===== src/rtl/smm_pkg.sv =====
// Shared constants, types and codes for the square matrix multiply core.
package smm_pkg;

  // Largest matrix dimension held by the element stores.
  localparam int MAX_DIM = 64;
  // Width of one stored element (signed Q8.8 at the default width).
  localparam int ELEM_BITS = 16;

  // Fixed field widths of the request and result channels.
  localparam int MODE_BITS = 2;
  localparam int IDX_BITS = 6;
  localparam int IN_VALUE_BITS = 16;
  localparam int SIZE_BITS = 7;
  localparam int ACC_BITS = 38;

  // Derived widths.
  localparam int ADDR_BITS = $clog2(MAX_DIM * MAX_DIM);
  localparam int CNT_BITS = $clog2(MAX_DIM + 1);
  localparam int PROD_BITS = 2 * ELEM_BITS;

  // Stream and configuration port widths.
  localparam int IN_DATA_BITS = 32;
  localparam int OUT_DATA_BITS = 56;
  localparam int CFG_ADDR_BITS = 3;
  localparam int CFG_DATA_BITS = 32;

  // Reset value of the size register.
  localparam logic [SIZE_BITS-1:0] SIZE_RESET = SIZE_BITS'(50);

  // Request kinds carried on tuser.
  typedef enum logic [MODE_BITS-1:0] {
    MODE_WR_A  = 2'd0,
    MODE_WR_B  = 2'd1,
    MODE_QUERY = 2'd2
  } mode_t;

  // Register indexes of the configuration port.
  typedef enum logic [0:0] {
    REG_SIZE = 1'b0
  } reg_idx_t;

  // Control from the sequencer to the multiply-accumulate unit.
  typedef struct packed {
    logic clear;
    logic vld;
    logic zero;
  } mac_ctl_t;

endpackage


===== src/rtl/smm_cfg.sv =====
// APB-style configuration register block holding the matrix size in use.
module smm_cfg (
  input  logic                                clk,
  input  logic                                rst_n,
  input  logic                                cfg_psel,
  input  logic                                cfg_penable,
  input  logic                                cfg_pwrite,
  input  logic [smm_pkg::CFG_ADDR_BITS-1:0]   cfg_paddr,
  input  logic [smm_pkg::CFG_DATA_BITS-1:0]   cfg_pwdata,
  output logic [smm_pkg::CFG_DATA_BITS-1:0]   cfg_prdata,
  output logic                                cfg_pready,
  output logic [smm_pkg::SIZE_BITS-1:0]       size_r
);

  logic [smm_pkg::SIZE_BITS-1:0] size_nxt;
  logic                          wr_en;
  smm_pkg::reg_idx_t             reg_idx;

  // Registers sit on 4-byte boundaries; the word index selects one.
  assign reg_idx    = smm_pkg::reg_idx_t'(cfg_paddr[2]);
  assign cfg_pready = 1'b1;
  assign wr_en      = cfg_psel & cfg_penable & cfg_pwrite & cfg_pready;

  // Next value of the size register.
  always_comb begin
    size_nxt = size_r;
    if (wr_en && reg_idx == smm_pkg::REG_SIZE) begin
      size_nxt = cfg_pwdata[smm_pkg::SIZE_BITS-1:0];
    end
  end

  always_ff @(posedge clk) begin
    if (!rst_n) begin
      size_r <= smm_pkg::SIZE_RESET;
    end else begin
      size_r <= size_nxt;
    end
  end

  // Read back.
  always_comb begin
    case (reg_idx)
      smm_pkg::REG_SIZE: cfg_prdata = smm_pkg::CFG_DATA_BITS'(size_r);
      default:           cfg_prdata = '0;
    endcase
  end

endmodule


===== config.mk =====
export PLATFORM = sky130hd
export DESIGN_NAME = smm_cfg
export DESIGN_NICKNAME = d
export VERILOG_FILES = /design/src/rtl/smm_pkg.sv /design/src/rtl/smm_cfg.sv
export SDC_FILE = /design/constraint.sdc
export NUM_CORES = 1
export LEC_CHECK = 0
export ABC_AREA = 1
export ABC_CLOCK_PERIOD_IN_PS = 840
export BUFFER_PORTS_ARGS = -buffer_cell sky130_fd_sc_hd__clkbuf_2
export CAP_MARGIN = 20
export CORE_MARGIN = 2
export CORE_UTILIZATION = 31
export DETAILED_ROUTE_END_ITERATION = 12
export HOLD_SLACK_MARGIN = 0.02
export PLACE_DENSITY = 0.83
export SKIP_LAST_GASP = 1
export SLEW_MARGIN = 20
export SYNTH_ARGS = -nofsm -noshare
export SYNTH_HDL_FRONTEND = slang
export SYNTH_SLANG_ARGS = --single-unit

===== constraint.sdc =====
create_clock -name clk -period 0.84 [get_ports clk]
set_input_delay 0.042 -clock clk [delete_from_list [all_inputs] [get_ports clk]]
set_output_delay 0.042 -clock clk [all_outputs]
set_load 0.1 [all_outputs]

==> impl_metrics.toml <==
[status]
status = "finished with violations"
violations = "setup timing"

[logic_synthesis]
syn-cell-area_sq_um = 616
synth-seq-cells = 7
synth.avg_cell_area_sq_um = 7.08
ys_warn_count = 0
synth-seq-area-share_pct = 22.8
syn_inst = 87
synthDistinctLibCells = 14

[power]
p_comb_share_pct = 60.9
p_leak_nw = 0.614
p_int_mw = 0.723
pwr-share-clk_pct = 18.9
power_frac_seq_pct = 20.2
power_mw = 1.69
power.density_mw_per_mm2 = 1430
sw_frac_of_total_pct = 57.1
irDropWorstVdd_mv = 0.885
p_switching_mw = 0.963

[layout]
stdcell_area_sq_mm = 0.00118
layout_commonest_cell = "conb_1"
largest_reg_flops = 7
antennaDiodeCount = 0
reg.largest.list = "size_r: 7 flops"
fillers = 189
largest-register = "size_r"
finalNetCount = 174
drive_above_1_share_pct = 60.2
areaGrowthSynthToFinish_pct = 91.3
mostFrequentLayoutCells = "26 x conb_1, 15 x buf_12, 12 x clkbuf_2"

[die]
ioPinCount = 80
fp.dieH_um = 48.6
coreArea_sq_mm = 0.00192
num_rows = 16
fp.dieArea_sq_mm = 0.00236
fp.dieW_um = 48.6
initial_utilization_pct = 32.0

[route]
highest_layer = "met3"
drt_iter0_markers = 5
vias_per_cell = 3.69
postRouteAntennaNets = 0
wl_met3_um = 121
wl_met1_um = 444
drc_errors = 0
wl_per_cell_um = 8.71
finalWirelength_um = 1390
wl_met2_um = 826
drt_first_pass_iters = 4
vias = 590

[critical_path]
crit_family = "flip-flops"
cp_data_required_time_ns = 0.80
critPathSlowestCell = "dfxtp_4"
worstSetupEndpointType = "primary output"
critical_path_class = "flop to primary output"
cp_cell_sequence = "inv_2 -> nor2_4 -> buf_12"
slowest_delay_ns = 0.36
worstPathArrival_ns = 0.92
start_kind = "flop"
crit_start = "size_r[6]$_SDFFE_PN0P_"
path_buf_inv = 2
critPathMaxFanout = 3
crit-reg2reg-launch = "size_r[3]$_SDFFE_PN0P_"

[sta]
fin_ws_ns = -0.120
timing.final.crit_share_pct = 114
setup-violations-final = 14
skew_ns = 0
drv_slew = 0
hold_viol_final = 0
period_minus_slack_ns = 0.960
hold_ws_ns = 0.0578
rsz0062_at_grt = "true"
max_freq_mhz = 1040

[clock_network]
cts_tree = "done"
insertion_delay_ns = 0.25
cts_max_path_buffers = 2
clock-sinks = 7
numCtsBuffers = 3
root_buffer = "clkbuf_4"
clk_pin_slew_ns = 0.06
cts.htree.levels = 1

[flow_run]
cap_viol_max_count = 0

[place]
io_buffers = 26
postPlaceCellArea_sq_um = 980
dp_hpwl_um = 1060
place_congestion = 0.726

[global_route]
overflow = 0
grt_max_degree = 8
grt_pass1_vias = 532
antenna_found_initial = 0
grt_pass1_wl_um = 2180
grtUsageTotal_pct = 12.0

[min_path]
hold_path_class = "input pin to flop"
hp-start = "rst_n"
[cell usage after synthesis (all sizes together)]
cell    n  area (sq um)
nand3   7          35.0
nor2   17           108
buf    27           206
nand2  13          63.8
conb    2          7.51
inv    14          55.1
dfxtp   7           140
[stage by stage]
stage                     worst slack, ns  util [%]  TNS, ns  cells
after detailed placement           0.0722      51.0        0    139
final                              -0.120      61.3    -1.27    160
after global placement              0.105      51.0        0    139
after global routing               -0.160      61.3    -1.82    160
after floorplan                    -0.306         -    -2.13    111
after CTS                          -0.132      58.3    -1.42    155
[final cells by class]
| type | instances | area [sq um] | area share (%) |
|---|---|---|---|
| timing repair buffer | 45 | 529 | 45.0 |
| sequential | 7 | 166 | 14.1 |
| tap | 27 | 33.8 | 2.87 |
| inverter | 14 | 55.1 | 4.68 |
| clock buffer | 4 | 26.3 | 2.23 |
| multi-input combinational | 63 | 367 | 31.1 |
[metal layers]
metal	global-route usage, %	vias up
met3	3.70	0
li1	-	295
met5	0	-
met1	12.0	262
met2	23.1	33
met4	4.29	0
[power groups by stage]
| stage | logic, mW | clock network, mW | registers, mW |
|---|---|---|---|
| after floorplan | 0.801 | 0 | 0.434 |
| final | 1.03 | 0.319 | 0.340 |
| after global routing | 1.05 | 0.356 | 0.342 |
| after CTS | 1.01 | 0.326 | 0.340 |
| after global placement | 0.952 | 0 | 0.356 |
| after detailed placement | 0.960 | 0 | 0.356 |
[timing repair]
| item | 4_1_cts | 5_1_grt |
|---|---|---|
| setup endpoints to repair | 13 | 16 |
| hold buffers | 2 | 1 |
| buffers inserted | 10 | 4 |
| endpoints found under the hold margin | 2 | 1 |
| resized for setup | 5 | 4 |
| pin swaps | 7 | 2 |
[kinds of logic after synthesis]
logic type / Yosys count / share of synthesized area [%]
and+or+nand+nor: 37 / 33.5
other: 2 / 1.22
buffers and inverters: 41 / 42.5
DFF: 7 / 22.8
[worst paths after layout]
check | to | slack (ns) | cells after the start
setup / recovery | cfg_prdata[6] | -0.12 | 3
hold / removal | size_r[4]$_SDFFE_PN1P_ | 0.06 | 2
setup reg to reg | size_r[3]$_SDFFE_PN0P_ | 0.01 | 4
hold reg to reg | size_r[6]$_SDFFE_PN0P_ | 0.61 | 3
Power figures use the tool's default switching activity.
