File: src/rtl/smm_pkg.sv
// Shared constants, types and codes for the square matrix multiply core.
package smm_pkg;

  // Largest matrix dimension held by the element stores.
  localparam int MAX_DIM = 64;
  // Width of one stored element (signed Q8.8 at the default width).
  localparam int ELEM_BITS = 16;

  // Fixed field widths of the request and result channels.
  localparam int MODE_BITS = 2;
  localparam int IDX_BITS = 6;
  localparam int IN_VALUE_BITS = 16;
  localparam int SIZE_BITS = 7;
  localparam int ACC_BITS = 38;

  // Derived widths.
  localparam int ADDR_BITS = $clog2(MAX_DIM * MAX_DIM);
  localparam int CNT_BITS = $clog2(MAX_DIM + 1);
  localparam int PROD_BITS = 2 * ELEM_BITS;

  // Stream and configuration port widths.
  localparam int IN_DATA_BITS = 32;
  localparam int OUT_DATA_BITS = 56;
  localparam int CFG_ADDR_BITS = 3;
  localparam int CFG_DATA_BITS = 32;

  // Reset value of the size register.
  localparam logic [SIZE_BITS-1:0] SIZE_RESET = SIZE_BITS'(50);

  // Request kinds carried on tuser.
  typedef enum logic [MODE_BITS-1:0] {
    MODE_WR_A  = 2'd0,
    MODE_WR_B  = 2'd1,
    MODE_QUERY = 2'd2
  } mode_t;

  // Register indexes of the configuration port.
  typedef enum logic [0:0] {
    REG_SIZE = 1'b0
  } reg_idx_t;

  // Control from the sequencer to the multiply-accumulate unit.
  typedef struct packed {
    logic clear;
    logic vld;
    logic zero;
  } mac_ctl_t;

endpackage

File: src/rtl/smm_mac.sv
// Shared multiply-accumulate unit: registered product, then exact accumulation.
module smm_mac (
  input  logic                                 clk,
  input  logic                                 rst_n,
  input  smm_pkg::mac_ctl_t                    ctl,
  input  logic signed [smm_pkg::ELEM_BITS-1:0] a_in,
  input  logic signed [smm_pkg::ELEM_BITS-1:0] b_in,
  output logic signed [smm_pkg::ACC_BITS-1:0]  acc_r,
  output logic                                 busy
);

  logic signed [smm_pkg::PROD_BITS-1:0] mul_full;
  logic signed [smm_pkg::PROD_BITS-1:0] prod_r;
  logic signed [smm_pkg::PROD_BITS-1:0] prod_nxt;
  logic                                 prod_vld_r;
  logic signed [smm_pkg::ACC_BITS-1:0]  acc_nxt;

  // Multiply stage; the signed product is formed on its own so both operands
  // sign-extend. An out-of-range operand contributes nothing.
  assign mul_full = a_in * b_in;
  assign prod_nxt = ctl.zero ? '0 : mul_full;

  always_ff @(posedge clk) begin
    prod_r <= prod_nxt;
  end

  always_ff @(posedge clk) begin
    if (!rst_n) begin
      prod_vld_r <= 1'b0;
    end else begin
      prod_vld_r <= ctl.vld;
    end
  end

  // Accumulate stage.
  always_comb begin
    acc_nxt = acc_r;
    if (ctl.clear) begin
      acc_nxt = '0;
    end else if (prod_vld_r) begin
      acc_nxt = acc_r + smm_pkg::ACC_BITS'(prod_r);
    end
  end

  always_ff @(posedge clk) begin
    acc_r <= acc_nxt;
  end

  assign busy = prod_vld_r;

endmodule
File: config.mk
export PLATFORM = sky130hd
export DESIGN_NAME = smm_mac
export DESIGN_NICKNAME = d
export VERILOG_FILES = /design/src/rtl/smm_pkg.sv /design/src/rtl/smm_mac.sv
export SDC_FILE = /design/constraint.sdc
export NUM_CORES = 1
export LEC_CHECK = 0
export BUFFER_PORTS_ARGS = -buffer_cell sky130_fd_sc_hd__buf_2
export CAP_MARGIN = 40
export CORE_ASPECT_RATIO = 1.5
export CORE_MARGIN = 8
export CORE_UTILIZATION = 25
export DETAILED_ROUTE_END_ITERATION = 8
export GPL_TIMING_DRIVEN = 0
export PLACE_DENSITY_LB_ADDON = 0.3
export SETUP_SLACK_MARGIN = 0.4
export SLEW_MARGIN = 5
export SYNTH_ARGS = -nofsm -noshare
export SYNTH_HDL_FRONTEND = slang
export SYNTH_SLANG_ARGS = --single-unit
File: constraint.sdc
create_clock -name clk -period 14.4 [get_ports clk]
set_input_delay 0.72 -clock clk [delete_from_list [all_inputs] [get_ports clk]]
set_output_delay 0.72 -clock clk [all_outputs]
set_load 0.01 [all_outputs]
==> results.tsv <==
stage	metric	value	unit
outcome	run status	complete, no violations	
clock_network	number of sinks handled by clock tree synthesis	71	
timing	count of final hold-check violations	0	
setup_path	cells on worst reg2reg path	12	
clock_network	Root Buffer	sky130_fd_sc_hd__clkbuf_16	
setup_path	destination of the critical timing path	prod_r[30]	
route	routed metal-1 wire length	17140	µm
setup_path	worst-path maximum fanout	10	
synthesis	Mapped Nets	1952	
floorplan	initial core utilization	0.2527	
cells_and_area	Filler Cell Count	5832	
placed_design	count of buffers inserted at the top-level ports	75	
timing	Period minus WS final	7.236	ns
clock_network	post-CTS sizing	0	
floorplan	area of the die	0.06331	mm²
clock_network	clock transition at the registers of the reported paths	0.06	ns
route	Initial DRC Count	456	
cells_and_area	Post-Route Utilization	0.2809	
synthesis	register bit total from synthesis	71	
synthesis	fraction of the yosys area taken by sequential cells	0.1027	
timing	setup repair after global routing missed its margin	false	
timing	max_slew headroom	0.4400	
floorplan	IO Count	76	
synthesis	gate count after technology mapping	1533	
global_route	GRT overflow	0	
route	Total Routed Length	41010	µm
setup_path	CP startpoint kind	input port	
placed_design	hpwl dp	35300	µm
synthesis	post-synthesis async set-or-reset flop share	0	
global_route	maximum number of pins on one net before global-route repair	14	
timing	max-slew violation count	0	
setup_path	Arr. time, crit path	7.45	ns
timing	final count of negative-setup-slack endpoints	0	
clock_network	clock latency on the worst-skew pair	0.35	ns
placed_design	global placement routability congestion	0.9094	
clock_network	cts bufs inserted	9	
synthesis	number of library cell types mapped by synthesis	67	
cells_and_area	most common library cell in the layout ignoring fill and taps	sky130_fd_sc_hd__inv_1	
timing	Worst Clk Skew	0.009387	ns
synthesis	largest cells by area after synthesis	sky130_fd_sc_hd__fa_1 (38%), sky130_fd_sc_hd__ha_1 (11%), sky130_fd_sc_hd__dfxtp_1 (10%), sky130_fd_sc_hd__inv_1 (8.0%), sky130_fd_sc_hd__and2_1 (5.8%)	
setup_path	Critical Setup Path Class	in2reg	
timing	setup TNS	0	ns
synthesis	post-synthesis instance area	0.01384	mm²
synthesis	Mean Syn Cell Area	9.029	µm²
setup_path	endpoint kind of the worst setup timing path	register	
setup_path	origin of the worst setup path	a_in[12]	
timing	Fmax	138.2	MHz
global_route	wire length of the first global-routing pass	65180	µm
route	number of routed nets with antenna violations	0	
setup_path	r2r endpoint	acc_r[36]	
route	residual DRC count	0	
route	Via Count	10570	
timing	post-route setup slack	7.164	ns
clock_network	maximum buffer depth of the clock tree	2	
synthesis	count of flip-flops with a built-in enable after synthesis	0	
global_route	initial antenna violation count	2	
cells_and_area	most frequent cells in the layout	sky130_fd_sc_hd__inv_1 (296), sky130_fd_sc_hd__fa_1 (263), sky130_fd_sc_hd__nand2_1 (149)	
route	final routed wire length divided by cell count	17.68	µm
cells_and_area	area growth from synthesis to layout	11.19	%
clock_network	CTS tree	built	
global_route	total track usage	0.1300	
floorplan	row count	105	
route	1st-pass router iterations	4	
clock_network	Clock H-tree levels	3	
cells_and_area	number of antenna repair diodes	0	
clock_network	Hold-fix buffers, CTS	0	
cells_and_area	number of nets at the end of the flow	2039	
floorplan	Die Y	304.2	µm
cells_and_area	layout cells sized above 1	0.06954	
timing	ratio of final minimum period to clock period	0.5025	
setup_path	worst flop-to-flop path startpoint	acc_r[0]	
floorplan	overall die width	208.1	µm
route	routed wl met3	1434	µm
synthesis	yosys synthesis warning count	0	
flow_run	max-capacitance violation count	0	
hold_path	path class of the lowest-slack min-delay path	reg2reg	
timing	Worst Max-Slew Pin Slew	0.8400	ns
clock_network	post-CTS setup-driven buffer insertion count	0	
synthesis	cell type with the largest total area after synthesis	sky130_fd_sc_hd__fa_1	
route	met2 wire len	21260	µm
global_route	number of global-route vias before repair	11620	
setup_path	required arrival time at the worst endpoint	14.61	ns
synthesis	area share of the largest cell type after synthesis	0.3804	
placed_design	worst setup timing slack at the placement stage	6.754	ns
setup_path	Register-to-Register Setup Slack	11.10	ns
route	topmost layer with routed signal wires	met4	
route	per-cell via count in the routed design	4.556	
synthesis	Main synth FF type	sky130_fd_sc_hd__dfxtp_1	
floorplan	CORE AREA	0.05478	mm²
-- critical path: stages --
cell	delay, ns
sky130_fd_sc_hd__buf_2	0.27
sky130_fd_sc_hd__clkbuf_1	0.57
sky130_fd_sc_hd__nand2_1	0.18
sky130_fd_sc_hd__fa_1	0.56
sky130_fd_sc_hd__fa_1	0.52
sky130_fd_sc_hd__fa_1	0.52
sky130_fd_sc_hd__inv_1	0.05
sky130_fd_sc_hd__fa_1	0.50
sky130_fd_sc_hd__fa_1	0.51
sky130_fd_sc_hd__inv_1	0.06
sky130_fd_sc_hd__fa_1	0.47
sky130_fd_sc_hd__inv_1	0.04
sky130_fd_sc_hd__ha_1	0.38
sky130_fd_sc_hd__and4_1	0.25
sky130_fd_sc_hd__a211o_1	0.27
sky130_fd_sc_hd__a221oi_2	0.31
sky130_fd_sc_hd__o21a_1	0.25
sky130_fd_sc_hd__o2111ai_1	0.15
sky130_fd_sc_hd__a21oi_1	0.26
sky130_fd_sc_hd__nand2b_1	0.15
sky130_fd_sc_hd__a21oi_1	0.08
sky130_fd_sc_hd__mux2_1	0.37
-- Yosys cell counts, types with 11 or more instances --
library cell	count
sky130_fd_sc_hd__inv_1	296
sky130_fd_sc_hd__fa_1	263
sky130_fd_sc_hd__nand2_1	149
sky130_fd_sc_hd__and2_1	128
sky130_fd_sc_hd__ha_1	119
sky130_fd_sc_hd__nor2_1	89
sky130_fd_sc_hd__dfxtp_1	71
sky130_fd_sc_hd__a21oi_1	46
sky130_fd_sc_hd__xnor2_1	43
sky130_fd_sc_hd__clkbuf_1	42
sky130_fd_sc_hd__o21ai_0	41
sky130_fd_sc_hd__a21o_1	25
sky130_fd_sc_hd__mux2i_1	24
sky130_fd_sc_hd__xor2_1	19
sky130_fd_sc_hd__nand2b_1	18
sky130_fd_sc_hd__nor2b_1	13
sky130_fd_sc_hd__a31oi_1	11
-- final cells by class --
class,count,area (µm²),area share
well taps,695,869.6,0.05650
multi-input cells,1120,11140,0.7235
inverters,296,1111,0.07219
clock inverters,6,70.07,0.004552
plain buffers,46,173.9,0.01130
repair buffers,76,380.4,0.02471
flip-flops and latches,71,1421,0.09235
clock buffers,10,229.0,0.01488
-- metal layers --
layer | vias up | GRT usage
li1 | 4970 | -
met1 | 5289 | 0.1537
met2 | 256 | 0.2393
met3 | 56 | 0.01690
met4 | 0 | 0.04251
met5 | - | 0
-- registers in the layout (all words and copies together), names as in the netlist --
name and count:
prod_r 32, busy 1, acc_r 38
-- per-stage QoR --
step           hold slack, ns  cells  instance area [µm²]
3_5_place_dp           0.4755   2303                15090
6_report               0.4781   2320                15390
4_1_cts                0.4835   2319                15390
2_1_floorplan          0.4984   1533                13840
5_1_grt                0.5210   2320                15390
3_3_place_gp           0.4693   2303                15090
-- logic make-up (layout without fill, tap and decap cells) --
kind of cell,count (synthesis),count (layout),synth area share
fa+ha+maj,382,382,0.4879
simple gates,447,447,0.1584
xor+xnor,62,62,0.03923
buf+inv,342,434,0.09283
flops,71,71,0.1027
mux,26,26,0.01898
compound gates,203,203,0.09997
-- worst min-delay path by stage --
stage,start,end,slack (ns),depth (start not counted)
global route,acc_r[33],acc_r[33],0.52,2
CTS,acc_r[33],acc_r[33],0.48,2
detailed placement,acc_r[33],acc_r[33],0.48,2
floorplan,acc_r[33],acc_r[33],0.50,2
finish,acc_r[34],acc_r[34],0.48,2
global placement,acc_r[34],acc_r[34],0.47,2
Power is not shown: default switching activity piles up to over one toggle a cycle in this logic, so the estimate is an artifact.
